**config.mk**
```make
export PLATFORM = sky130hd
export DESIGN_NAME = priority_ready_queue_scheduler
export DESIGN_NICKNAME = d
export VERILOG_FILES = /design/src/hw/rtl/rqs_pkg.sv /design/src/hw/rtl/priority_ready_queue_scheduler.sv /design/src/hw/rtl/rqs_slot_store.sv /design/src/hw/rtl/rqs_level_table.sv
export SDC_FILE = /design/constraint.sdc
export NUM_CORES = 1
export LEC_CHECK = 0
export BUFFER_PORTS_ARGS = -buffer_cell sky130_fd_sc_hd__buf_2
export CORE_MARGIN = 1
export CORE_UTILIZATION = 45
export CTS_CLUSTER_DIAMETER = 60
export DETAILED_ROUTE_END_ITERATION = 10
export PLACE_DENSITY_LB_ADDON = 0.08
export SYNTH_ARGS = -nofsm -noshare
export SYNTH_HDL_FRONTEND = slang
export SYNTH_SLANG_ARGS = --single-unit
export TNS_END_PERCENT = 1
```
**constraint.sdc**
```tcl
create_clock -name i_clk -period 7.45 [get_ports i_clk]
set_input_delay 0.3725 -clock i_clk [delete_from_list [all_inputs] [get_ports i_clk]]
set_output_delay 0.3725 -clock i_clk [all_outputs]
set_load 0.02 [all_outputs]
```
**src/hw/rtl/rqs_pkg.sv**
```systemverilog
// Shared types, codes and sizes for the priority ready-queue scheduler.
// No dependencies; every other file in hw/rtl uses it by scoped name.
package rqs_pkg;

    localparam int TASK_SLOTS      = 64;
    localparam int PRIORITY_LEVELS = 8;
    localparam int SLOT_W          = 6;
    localparam int LEVEL_W         = 3;
    localparam int MAP_W           = 8;
    localparam int WALK_W          = 7;

    localparam logic [1:0] KIND_ENQ  = 2'd0;
    localparam logic [1:0] KIND_MARK = 2'd1;
    localparam logic [1:0] KIND_POP  = 2'd2;

    typedef enum logic [1:0] {
        ST_IDLE,
        ST_READ,
        ST_EVAL
    } t_state;

    typedef struct packed {
        logic [1:0]         kind;
        logic [SLOT_W-1:0]  task_slot;
        logic [LEVEL_W-1:0] level;
        logic               ready_bit;
    } t_in_item;

    typedef struct packed {
        logic              found;
        logic [SLOT_W-1:0] chosen_slot;
        logic [MAP_W-1:0]  nonempty_levels;
    } t_out_item;

    // Sequencer to level table.
    typedef struct packed {
        logic                       enq;
        logic                       rm;
        logic                       rm_last;
        logic                       sel_cand;
        logic [LEVEL_W-1:0]         level;
        logic [SLOT_W-1:0]          slot;
        logic [PRIORITY_LEVELS-1:0] elig;
    } t_lvl_ctrl;

    // Level table to sequencer.
    typedef struct packed {
        logic [PRIORITY_LEVELS-1:0] occ_now;
        logic [PRIORITY_LEVELS-1:0] occ_next;
        logic                       cand_valid;
        logic [LEVEL_W-1:0]         cand_level;
        logic [SLOT_W-1:0]          rd_head;
        logic [SLOT_W-1:0]          rd_tail;
    } t_lvl_stat;

    // Sequencer to slot store.
    typedef struct packed {
        logic              link_we;
        logic [SLOT_W-1:0] link_waddr;
        logic [SLOT_W-1:0] link_wdata;
        logic              rdy_we;
        logic [SLOT_W-1:0] rdy_waddr;
        logic              rdy_wdata;
        logic              rd_en;
        logic [SLOT_W-1:0] rd_addr;
    } t_store_req;

endpackage

```
**src/hw/rtl/priority_ready_queue_scheduler.sv**
```systemverilog
// Top level of the priority ready-queue scheduler: command sequencer.
// Depends on rqs_pkg, rqs_slot_store and rqs_level_table.
//
// Commands are accepted at a rising edge where start is high and busy is low;
// every command gives exactly one result beat, shown for one cycle under
// o_valid, and the receiver cannot stall it. Enqueue, ready-mark and the
// unused kind finish at the accepting edge, so their result shows in the
// next cycle and busy never rises: one such command can be taken every
// cycle while no pop holds busy. A pop holds busy while it removes list
// entries, because each removal reads the slot's link and ready mark from
// the slot memories, whose read is registered, before it can rewrite the
// level head. The result beat shows in the first cycle with busy low.
// Levels are scanned from 7 down, entries in FIFO order; stale (not ready)
// entries are dropped on the way.
// No clearing pass is needed after reset: ready marks carry per-slot written
// bits and list links are only read once written.
module priority_ready_queue_scheduler (
    input  logic              i_clk,
    input  logic              i_rst_n,
    input  logic              start,
    output logic              busy,
    input  rqs_pkg::t_in_item i_item,
    output logic              o_valid,
    output rqs_pkg::t_out_item o_result
);

    rqs_pkg::t_state                     r_state, n_state;
    logic [rqs_pkg::PRIORITY_LEVELS-1:0] r_elig, n_elig;
    logic [rqs_pkg::WALK_W-1:0]          r_walk, n_walk;
    logic [rqs_pkg::WALK_W-1:0]          walk_inc;
    logic [rqs_pkg::LEVEL_W-1:0]         r_lvl, n_lvl;
    logic [rqs_pkg::SLOT_W-1:0]          r_head, n_head;
    logic                                r_last, n_last;
    logic                                r_valid, n_valid;
    rqs_pkg::t_out_item                  r_result, n_result;

    rqs_pkg::t_lvl_ctrl  lvl_ctrl;
    rqs_pkg::t_lvl_stat  lvl_stat;
    rqs_pkg::t_store_req store_req;
    logic [rqs_pkg::SLOT_W-1:0] rd_link;
    logic                       rd_ready;
    logic                       accept;

    rqs_slot_store u_store (
        .i_clk      (i_clk),
        .i_rst_n    (i_rst_n),
        .i_req      (store_req),
        .o_rd_link  (rd_link),
        .o_rd_ready (rd_ready)
    );

    rqs_level_table u_levels (
        .i_clk   (i_clk),
        .i_rst_n (i_rst_n),
        .i_ctrl  (lvl_ctrl),
        .o_stat  (lvl_stat)
    );

    assign busy     = (r_state != rqs_pkg::ST_IDLE);
    assign accept   = start && !busy;
    assign walk_inc = r_walk + rqs_pkg::WALK_W'(1);

    // next state
    always_comb begin
        n_state = r_state;
        case (r_state)
            rqs_pkg::ST_IDLE: begin
                if (accept && i_item.kind == rqs_pkg::KIND_POP) begin
                    n_state = rqs_pkg::ST_READ;
                end
            end
            rqs_pkg::ST_READ: begin
                n_state = lvl_stat.cand_valid ? rqs_pkg::ST_EVAL : rqs_pkg::ST_IDLE;
            end
            rqs_pkg::ST_EVAL: begin
                n_state = rd_ready ? rqs_pkg::ST_IDLE : rqs_pkg::ST_READ;
            end
            default: begin
                n_state = rqs_pkg::ST_IDLE;
            end
        endcase
    end

    // datapath control and result
    always_comb begin
        n_elig    = r_elig;
        n_walk    = r_walk;
        n_lvl     = r_lvl;
        n_head    = r_head;
        n_last    = r_last;
        n_valid   = 1'b0;
        n_result  = '0;
        lvl_ctrl  = '0;
        store_req = '0;
        lvl_ctrl.elig = r_elig;
        case (r_state)
            rqs_pkg::ST_IDLE: begin
                lvl_ctrl.level = i_item.level;
                lvl_ctrl.slot  = i_item.task_slot;
                if (accept) begin
                    case (i_item.kind)
                        rqs_pkg::KIND_ENQ: begin
                            // link the old tail to the new slot if the list is live
                            lvl_ctrl.enq         = 1'b1;
                            store_req.link_we    = lvl_stat.occ_now[i_item.level];
                            store_req.link_waddr = lvl_stat.rd_tail;
                            store_req.link_wdata = i_item.task_slot;
                            n_valid              = 1'b1;
                        end
                        rqs_pkg::KIND_MARK: begin
                            store_req.rdy_we    = 1'b1;
                            store_req.rdy_waddr = i_item.task_slot;
                            store_req.rdy_wdata = i_item.ready_bit;
                            n_valid             = 1'b1;
                        end
                        rqs_pkg::KIND_POP: begin
                            n_elig = '1;
                            n_walk = '0;
                        end
                        default: begin
                            n_valid = 1'b1;
                        end
                    endcase
                end
            end
            rqs_pkg::ST_READ: begin
                // fetch link and ready mark of the chosen level's head
                lvl_ctrl.sel_cand = 1'b1;
                if (lvl_stat.cand_valid) begin
                    store_req.rd_en   = 1'b1;
                    store_req.rd_addr = lvl_stat.rd_head;
                    n_lvl             = lvl_stat.cand_level;
                    n_head            = lvl_stat.rd_head;
                    n_last            = (lvl_stat.rd_head == lvl_stat.rd_tail);
                end else begin
                    n_valid = 1'b1;
                end
            end
            rqs_pkg::ST_EVAL: begin
                // drop the head; return it if ready, otherwise walk on
                lvl_ctrl.rm      = 1'b1;
                lvl_ctrl.rm_last = r_last;
                lvl_ctrl.level   = r_lvl;
                lvl_ctrl.slot    = rd_link;
                if (rd_ready) begin
                    n_valid              = 1'b1;
                    n_result.found       = 1'b1;
                    n_result.chosen_slot = r_head;
                end else if (r_last) begin
                    n_walk = '0;
                end else if (walk_inc == rqs_pkg::WALK_W'(rqs_pkg::TASK_SLOTS)) begin
                    // walk limit reached: leave the rest and move to lower levels
                    n_elig[r_lvl] = 1'b0;
                    n_walk        = '0;
                end else begin
                    n_walk = walk_inc;
                end
            end
            default: begin
                n_valid = 1'b0;
            end
        endcase
        n_result.nonempty_levels = rqs_pkg::MAP_W'(lvl_stat.occ_next);
    end

    always_ff @(posedge i_clk) begin
        if (!i_rst_n) begin
            r_state <= rqs_pkg::ST_IDLE;
            r_valid <= 1'b0;
        end else begin
            r_state <= n_state;
            r_valid <= n_valid;
        end
    end

    always_ff @(posedge i_clk) begin
        r_elig   <= n_elig;
        r_walk   <= n_walk;
        r_lvl    <= n_lvl;
        r_head   <= n_head;
        r_last   <= n_last;
        r_result <= n_result;
    end

    assign o_valid  = r_valid;
    assign o_result = r_result;

    a_miss_zero: assert property (@(posedge i_clk) disable iff (!i_rst_n)
        o_valid && !o_result.found |-> o_result.chosen_slot == '0)
        else $error("result without a found slot carries a non-zero slot");

    a_map_matches: assert property (@(posedge i_clk) disable iff (!i_rst_n)
        o_valid |-> o_result.nonempty_levels == rqs_pkg::MAP_W'(u_levels.r_occ))
        else $error("reported level map differs from level occupancy");

    a_eval_after_read: assert property (@(posedge i_clk) disable iff (!i_rst_n)
        r_state == rqs_pkg::ST_EVAL |-> $past(r_state) == rqs_pkg::ST_READ)
        else $error("removal evaluated without a preceding memory read");

    a_result_has_cause: assert property (@(posedge i_clk) disable iff (!i_rst_n)
        o_valid |-> $past(accept) || $past(r_state) != rqs_pkg::ST_IDLE)
        else $error("result beat without an accepted command");

endmodule

```
**src/hw/rtl/rqs_slot_store.sv**
```systemverilog
// Per-slot storage: next-link memory and ready-mark memory, registered read.
// Depends on rqs_pkg.
module rqs_slot_store (
    input  logic                i_clk,
    input  logic                i_rst_n,
    input  rqs_pkg::t_store_req i_req,
    output logic [rqs_pkg::SLOT_W-1:0] o_rd_link,
    output logic                o_rd_ready
);

    logic [rqs_pkg::SLOT_W-1:0]     link_mem [rqs_pkg::TASK_SLOTS];
    logic                           ready_mem [rqs_pkg::TASK_SLOTS];
    logic [rqs_pkg::TASK_SLOTS-1:0] r_written;
    logic [rqs_pkg::SLOT_W-1:0]     r_link_q;
    logic                           r_rdy_q;
    logic                           r_wr_q;

    always_ff @(posedge i_clk) begin
        if (i_req.link_we) begin
            link_mem[i_req.link_waddr] <= i_req.link_wdata;
        end
        if (i_req.rdy_we) begin
            ready_mem[i_req.rdy_waddr] <= i_req.rdy_wdata;
        end
        if (i_req.rd_en) begin
            r_link_q <= link_mem[i_req.rd_addr];
            r_rdy_q  <= ready_mem[i_req.rd_addr];
            r_wr_q   <= r_written[i_req.rd_addr];
        end
    end

    // an unwritten ready mark reads as clear
    always_ff @(posedge i_clk) begin
        if (!i_rst_n) begin
            r_written <= '0;
        end else if (i_req.rdy_we) begin
            r_written[i_req.rdy_waddr] <= 1'b1;
        end
    end

    assign o_rd_link  = r_link_q;
    assign o_rd_ready = r_rdy_q & r_wr_q;

endmodule

```
**src/hw/rtl/rqs_level_table.sv**
```systemverilog
// Per-level list heads, tails and occupancy, plus highest-eligible pick.
// Depends on rqs_pkg.
module rqs_level_table (
    input  logic               i_clk,
    input  logic               i_rst_n,
    input  rqs_pkg::t_lvl_ctrl i_ctrl,
    output rqs_pkg::t_lvl_stat o_stat
);

    logic [rqs_pkg::SLOT_W-1:0]          r_head [rqs_pkg::PRIORITY_LEVELS];
    logic [rqs_pkg::SLOT_W-1:0]          r_tail [rqs_pkg::PRIORITY_LEVELS];
    logic [rqs_pkg::PRIORITY_LEVELS-1:0] r_occ;
    logic [rqs_pkg::PRIORITY_LEVELS-1:0] n_occ;
    logic [rqs_pkg::PRIORITY_LEVELS-1:0] avail;
    logic                                cand_valid;
    logic [rqs_pkg::LEVEL_W-1:0]         cand_level;
    logic [rqs_pkg::LEVEL_W-1:0]         rd_level;

    // highest eligible non-empty level wins
    always_comb begin
        avail      = r_occ & i_ctrl.elig;
        cand_valid = 1'b0;
        cand_level = '0;
        for (int i = 0; i < rqs_pkg::PRIORITY_LEVELS; i++) begin
            if (avail[i]) begin
                cand_valid = 1'b1;
                cand_level = rqs_pkg::LEVEL_W'(i);
            end
        end
    end

    assign rd_level = i_ctrl.sel_cand ? cand_level : i_ctrl.level;

    always_comb begin
        n_occ = r_occ;
        if (i_ctrl.enq) begin
            n_occ[i_ctrl.level] = 1'b1;
        end else if (i_ctrl.rm && i_ctrl.rm_last) begin
            n_occ[i_ctrl.level] = 1'b0;
        end
    end

    always_ff @(posedge i_clk) begin
        if (!i_rst_n) begin
            r_occ <= '0;
        end else begin
            r_occ <= n_occ;
        end
    end

    always_ff @(posedge i_clk) begin
        if (i_ctrl.enq) begin
            r_tail[i_ctrl.level] <= i_ctrl.slot;
            if (!r_occ[i_ctrl.level]) begin
                r_head[i_ctrl.level] <= i_ctrl.slot;
            end
        end else if (i_ctrl.rm && !i_ctrl.rm_last) begin
            r_head[i_ctrl.level] <= i_ctrl.slot;
        end
    end

    assign o_stat.occ_now    = r_occ;
    assign o_stat.occ_next   = n_occ;
    assign o_stat.cand_valid = cand_valid;
    assign o_stat.cand_level = cand_level;
    assign o_stat.rd_head    = r_head[rd_level];
    assign o_stat.rd_tail    = r_tail[rd_level];

endmodule
```
==> flow_summary.json, run 1 <==
{
  "start_kind": "register",
  "min_period_ns": 6.10,
  "period_share_pct": 81.9,
  "endpoint_kind": "register",
  "crit_fanout": 40,
  "cts_sinks": 667,
  "clk_pin_slew_ns": 0.06,
  "h-tree-depth": 3,
  "num_vias": 18300,
  "synth_cells": 2110,
  "ant_nets": 0,
  "postPlaceCellArea_um2": 28700,
  "grt_pass1_vias": 17400,
  "fmax_ghz": 0.164,
  "grt_pass1_wl_mm": 117,
  "p_leak_nw": 10.2,
  "setup_viol": 0,
  "finalClockSkew_ns": 0.0174,
  "antenna_found_initial": 0,
  "worstPathCellList": "nand2b_1, a21oi_1, and3_1, or2_1, mux2i_1, or3_1, buf_4, nor2_1, nand3_1, a21oi_1, or4_1, nor4_1",
  "final_core_util_pct": 50.9,
  "grt_start_max_net_pins": 76,
  "arrival_ns": 6.53,
  "cp_common_cell": "a21oi_1",
  "viasPerCell": 6.15,
  "grt_overflow": 0,
  "whs_ns": 0.256,
  "firstDrtPassIters": 6,
  "cts_tree": "built",
  "dp_hpwl_mm": 50.6,
  "drt_iter0_drc": 2105,
  "cts-buffers-inserted": 73,
  "synth_area_per_cell_um2": 13.2,
  "grt.total_usage_pct": 25.1,
  "clk_path_buf_depth": 3,
  "stdcell_area_um2": 31000,
  "path_buf_inv": 1,
  "dieArea_um2": 63000,
  "rsz0062_at_grt": "false",
  "worst_slew_pin_slew_ns": 1.30,
  "clock_latency_ns": 0.61,
  "ctsHoldBuffers": 0,
  "rows": 90,
  "path_delay_family": "simple AND/OR/NAND/NOR gates",
  "stdcell_count": 2971,
  "synth_compound_area_share_pct": 12.1,
  "slowest_stage": "dfxtp_1",
  "synth_top_family_by_area": "compound AO/OA/AOI/OAI gates",
  "critical-path-max-stage-delay_ns": 0.90,
  "cts_root_buffer": "clkbuf_16",
  "wl_per_cell_um": 26.6,
  "syn_area_um2": 27900,
  "die_x_um": 251,
  "yosys_warnings": 0,
  "outcome": "complete, no violations",
  "synth_fa_ha_area_share_pct": 0.0449,
  "criticalPathCategory": "reg2reg",
  "ys_async_sr_fraction_pct": 0,
  "fp.coreArea_um2": 60800,
  "cts.repair.resized": 0,
  "ios": 32,
  "finalSetupTns_ns": 0,
  "ys_seq_area_share_pct": 68.6,
  "final_hold_viol_count": 0,
  "synth-xor-area-share_pct": 0.345,
  "layout-drive-gt1-share_pct": 11.9,
  "hp-class": "in2reg",
  "dp.cells": 2842,
  "drc": 0,
  "relSlewSlack_pct": 12.7,
  "synth.area.mux_share_pct": 4.32,
  "maxCapViolCount": 0,
  "synth_top_flop_cell": "edfxtp_1",
  "slew_violations": 0,
  "synth_nets": 2126,
  "synth_edf_count": 577,
  "synth_top_cell_by_area": "edfxtp_1",
  "ys_top_cells_by_area": "edfxtp_1 (62%), dfxtp_1 (6.5%), nand2_1 (3.5%), mux2i_1 (2.7%), nor2_1 (2.6%)",
  "start_util_pct": 45.9,
  "area_delta_synth_final_pct": 11.0,
  "synth_seq_cells": 667,
  "nets": 2151,
  "cts_setup_buffers": 0,
  "gp_congestion": 0.892,
  "portBuffers": 31,
  "diodes": 0,
  "synth-simple-area-share_pct": 12.0,
  "synthDistinctLibCells": 89,
  "irDropWorstVdd_mv": 0.151,
  "routed_wl_mm": 78.9,
  "cp.required_ns": 7.88,
  "p_per_area_nw_per_um2": 250,
  "synth_top_area_share_pct": 62.1,
  "die_h_um": 251
}
## path summary, 6_finish.rpt
check | slack [ns] | depth (start not counted) | end | start
hold / removal | 0.26 | 3 | o_valid$_SDFF_PN0_ | i_item[11]
hold reg to reg | 0.44 | 1 | o_result[8]$_SDFF_PN0_ | r_head[0]$_DFFE_PP_
setup reg to reg | 1.35 | 12 | u_store.o_rd_link[4]$_DFFE_PP_ | r_state[0]$_SDFFE_PN0P_
setup / recovery | 1.35 | 12 | u_store.o_rd_link[4]$_DFFE_PP_ | r_state[0]$_SDFFE_PN0P_
## Yosys cell counts (7+ instances only)
| cell type | n |
|---|---|
| a31o_2 | 14 |
| o22a_1 | 39 |
| a221oi_1 | 12 |
| nor2b_1 | 10 |
| o32ai_1 | 9 |
| mux2_2 | 16 |
| mux2i_1 | 75 |
| o22ai_1 | 59 |
| o21a_1 | 65 |
| and2_1 | 26 |
| nand4_1 | 11 |
| a22o_1 | 7 |
| inv_1 | 20 |
| clkbuf_1 | 47 |
| and3_1 | 22 |
| mux4_2 | 9 |
| nand2_1 | 263 |
| xnor2_1 | 7 |
| buf_2 | 38 |
| nor2_1 | 190 |
| buf_1 | 9 |
| nand3_1 | 87 |
| nand2b_1 | 8 |
| buf_6 | 7 |
| o221ai_1 | 31 |
| nor4_1 | 20 |
| a211oi_1 | 11 |
| a31oi_1 | 23 |
| nor3_1 | 25 |
| a32oi_1 | 11 |
| or4_1 | 8 |
| nor3b_1 | 8 |
| edfxtp_1 | 577 |
| dfxtp_1 | 90 |
| o21ai_0 | 35 |
| buf_4 | 16 |
| a21oi_1 | 84 |
## metrics by stage
stage | setup WS (ns) | power (W)
6_report | 1.35 | 0.00773
5_1_grt | 1.01 | 0.00794
4_1_cts | 1.42 | 0.00778
3_5_place_dp | 1.42 | 0.00442
3_3_place_gp | 1.54 | 0.00442
2_1_floorplan | 3.41 | 0.00432
## final cells by class
class	instances	area, um^2
Fill cell	5306	29800
Sequential cell	667	19100
Multi-Input combinational cell	1302	8120
Clock buffer	98	2030
Tap cell	782	978
Timing Repair Buffer	68	433
Clock inverter	31	186
Inverter	23	86.3
## logic make-up after synthesis
| group | Yosys count |
|---|---|
| buffers and inverters | 141 |
| multiplexers | 104 |
| adder cells (fa/ha/maj) | 1 |
| flip-flops | 667 |
| AND/OR/NAND/NOR | 720 |
| AO/OA/AOI/OAI | 466 |
| XOR/XNOR | 11 |
## registers in the layout, indices dropped and copies added (netlist names), 2 cells and up
register           count
o_result              15
u_levels.r_occ         8
r_state                2
u_store.ready_mem     64
u_levels.r_head       48
u_levels.r_tail       48
r_walk                 7
u_store.r_written     64
r_lvl                  3
u_store.o_rd_link      6
r_elig                 8
u_store.link_mem     384
r_head                 6
## layout by cell type (no fill, tap or decap), drive strengths merged, types with 8 or more instances in the layout
master,netlist,routed
o22a,39,39
nand4,11,11
nor4,26,26
dfxtp,90,90
nor3b,8,8
o22ai,61,61
o21a,65,65
clkbuf,47,98
inv,21,23
a32oi,12,12
nor2b,10,10
or4,8,8
o221ai,31,31
a31oi,23,23
and2,28,28
clkinv,2,30
a21oi,84,84
nand2,267,267
a211oi,12,12
o21ai,38,38
edfxtp,577,577
nor2,195,195
nand2b,8,8
buf,71,68
o32ai,9,9
nand3,89,89
mux2,16,16
mux2i,79,79
nor3,28,28
mux4,9,9
a221oi,12,12
and3,22,22
a31o,17,17
## report_power, final
part	leakage, nW	switching (W)	internal, W
registers	6.28	0.00000599	0.00404
logic	2.84	0.000218	0.0000800
clock network	1.10	0.00143	0.00195
total	10.2	0.00166	0.00607
## worst register-to-register path, cell delays in order (launching register included)
cell	delay (ns)
dfxtp_1	0.90
nand2b_1	0.59
a21oi_1	0.27
and3_1	0.26
or2_1	0.74
mux2i_1	0.60
or3_1	0.19
buf_4	0.45
nor2_1	0.33
nand3_1	0.49
a21oi_1	0.10
or4_1	0.70
nor4_1	0.32
## layer usage
layer | routed length [um] | up-vias | share of wire (%) | global-route usage, %
met2 | 35700 | 781 | 45 | 38.6
met5 | 0 | - | 0 | 0
li1 | - | 8175 | - | -
met4 | 1990 | 0 | 2.5 | 7.28
met1 | 35600 | 9216 | 45 | 37.3
met3 | 5580 | 114 | 7.1 | 3.41
No activity file was read; power rests on OpenSTA's default activity.
==> run 2: changes to the inputs <==
==> constraint.sdc (replaced) <==
create_clock -name i_clk -period 6.1 [get_ports i_clk]
set_input_delay 0.305 -clock i_clk [delete_from_list [all_inputs] [get_ports i_clk]]
set_output_delay 0.305 -clock i_clk [all_outputs]
set_load 0.02 [all_outputs]
==> flow_summary.json, run 2 (synthesis gave the netlist of run 1 again) <==
{
  "cts_sinks": 667,
  "cts.repair.resized": 0,
  "drt_iter0_drc": 1974,
  "cp.required_ns": 6.44,
  "die_x_um": 251,
  "start_kind": "register",
  "layout-drive-gt1-share_pct": 13.1,
  "nets": 2172,
  "drc": 0,
  "top_register": "u_store.link_mem",
  "die_h_um": 251,
  "antenna_found_initial": 0,
  "hp-class": "in2reg",
  "slew_violations": 0,
  "h-tree-depth": 3,
  "num_vias": 18500,
  "gp_congestion": 0.956,
  "portBuffers": 31,
  "p_per_area_nw_per_um2": 309,
  "diodes": 0,
  "final_common_cell": "edfxtp_1",
  "finalSetupTns_ns": 0,
  "routed_wl_mm": 80.5,
  "pre_cts_slack_ns": 1.11,
  "rows": 90,
  "postPlaceCellArea_um2": 28900,
  "fp.coreArea_um2": 60800,
  "maxCapViolCount": 0,
  "grt_pass1_wl_mm": 120,
  "grt_start_max_net_pins": 86,
  "grt_overflow": 0,
  "stdcell_area_um2": 31300,
  "cts_setup_buffers": 0,
  "ant_nets": 0,
  "clk_path_buf_depth": 3,
  "ctsHoldBuffers": 0,
  "min_period_ns": 5.06,
  "relSlewSlack_pct": 17.3,
  "period_share_pct": 82.9,
  "outcome": "complete, no violations",
  "worst_slew_pin_slew_ns": 1.24,
  "p_leak_nw": 10.4,
  "grt_pass1_vias": 18000,
  "area_delta_synth_final_pct": 12.1,
  "final_hold_viol_count": 0,
  "crit_fanout": 26,
  "finalClockSkew_ns": 0.0282,
  "clk_pin_slew_ns": 0.06,
  "grt.total_usage_pct": 25.6,
  "ios": 32,
  "largest_reg_flops": 384,
  "fmax_ghz": 0.198,
  "top_regs": "u_store.link_mem: 384 flops, u_store.r_written: 64 flops, u_store.ready_mem: 64 flops",
  "cts-buffers-inserted": 74,
  "cts_tree": "built",
  "firstDrtPassIters": 6,
  "start_util_pct": 45.9,
  "arrival_ns": 5.39,
  "cts_root_buffer": "clkbuf_16",
  "setup_viol": 0,
  "clock_latency_ns": 0.62,
  "endpoint_kind": "register",
  "dp_hpwl_mm": 52.4,
  "wl_per_cell_um": 26.9,
  "fin_ws_ns": 1.04,
  "dieArea_um2": 63000,
  "irDropWorstVdd_mv": 0.207,
  "final_cell_mix": "edfxtp_1 (577), nand2_1 (263), nor2_1 (185)",
  "rsz0062_at_grt": "false",
  "viasPerCell": 6.16,
  "criticalPathCategory": "reg2reg"
}
[run 2: cell count changes in the layout (fill, tap and decap cells not counted), moves of 2 or more]
cell        before  now
buf_4           37   55
clkbuf_8         5    9
clkinv_1        15   11
clkinvlp_4       0    3
clkinv_2        13   11
inv_6            2    4
nor4_1          18   20
nor4_2           8    6
[run 2: power by group]
group	internal (W)	total, W	switching [W]
Combinational	0.000103	0.000375	0.000272
Sequential	0.00494	0.00494	0.00000622
Clock	0.00252	0.00435	0.00183
Total	0.00756	0.00967	0.00211
[run 2: metrics by stage]
step,hold WS [ns],power [W],utilization [%],cells
final,0.152,0.00967,51.4,2997
after global placement,0.433,0.00541,47.5,2861
after detailed placement,0.448,0.00541,47.5,2862
after CTS,0.113,0.00973,51.4,2997
after global routing,0.170,0.00994,51.4,2997
after floorplan,0.420,0.00527,-,2110
[run 2: cell type report]
class	instances	area (um^2)
Fill cell	5266	29500
Sequential cell	667	19100
Multi-Input combinational cell	1302	8110
Clock buffer	102	2110
Tap cell	782	978
Timing Repair Buffer	88	593
Clock inverter	33	260
Inverter	23	86.3
[run 2: final timing paths]
kind	depth (start not counted)	slack [ns]	from	endpoint
worst max-delay path	11	1.04	r_elig[6]$_SDFFCE_PN1P_	u_store.o_rd_link[5]$_DFFE_PP_
worst min-delay path	3	0.15	i_item[11]	o_valid$_SDFF_PN0_
worst max register to register	11	1.04	r_elig[6]$_SDFFCE_PN1P_	u_store.o_rd_link[5]$_DFFE_PP_
worst min register to register	1	0.46	r_head[3]$_DFFE_PP_	o_result[11]$_SDFF_PN0_
[run 2: worst max-delay path, cell delays in order (launching register included)]
cell and delay [ns]:
edfxtp_1 0.50, a22o_1 0.49, o21ai_4 0.33, nand2_1 0.42
o21ai_1 0.36, o22ai_2 0.19, nor3_4 0.47, buf_4 0.48
mux4_2 0.57, a32o_1 0.26, o32ai_1 0.55, nor4_2 0.12
[run 2: routing by layer]
metal / global-route usage (%) / share of wire (%) / routed length [um]
met5: 0 / 0 / 0
met4: 7.49 / 2.6 / 2070
met3: 4.51 / 7.6 / 6130
met2: 39.6 / 45 / 36500
met1: 37.1 / 44 / 35800
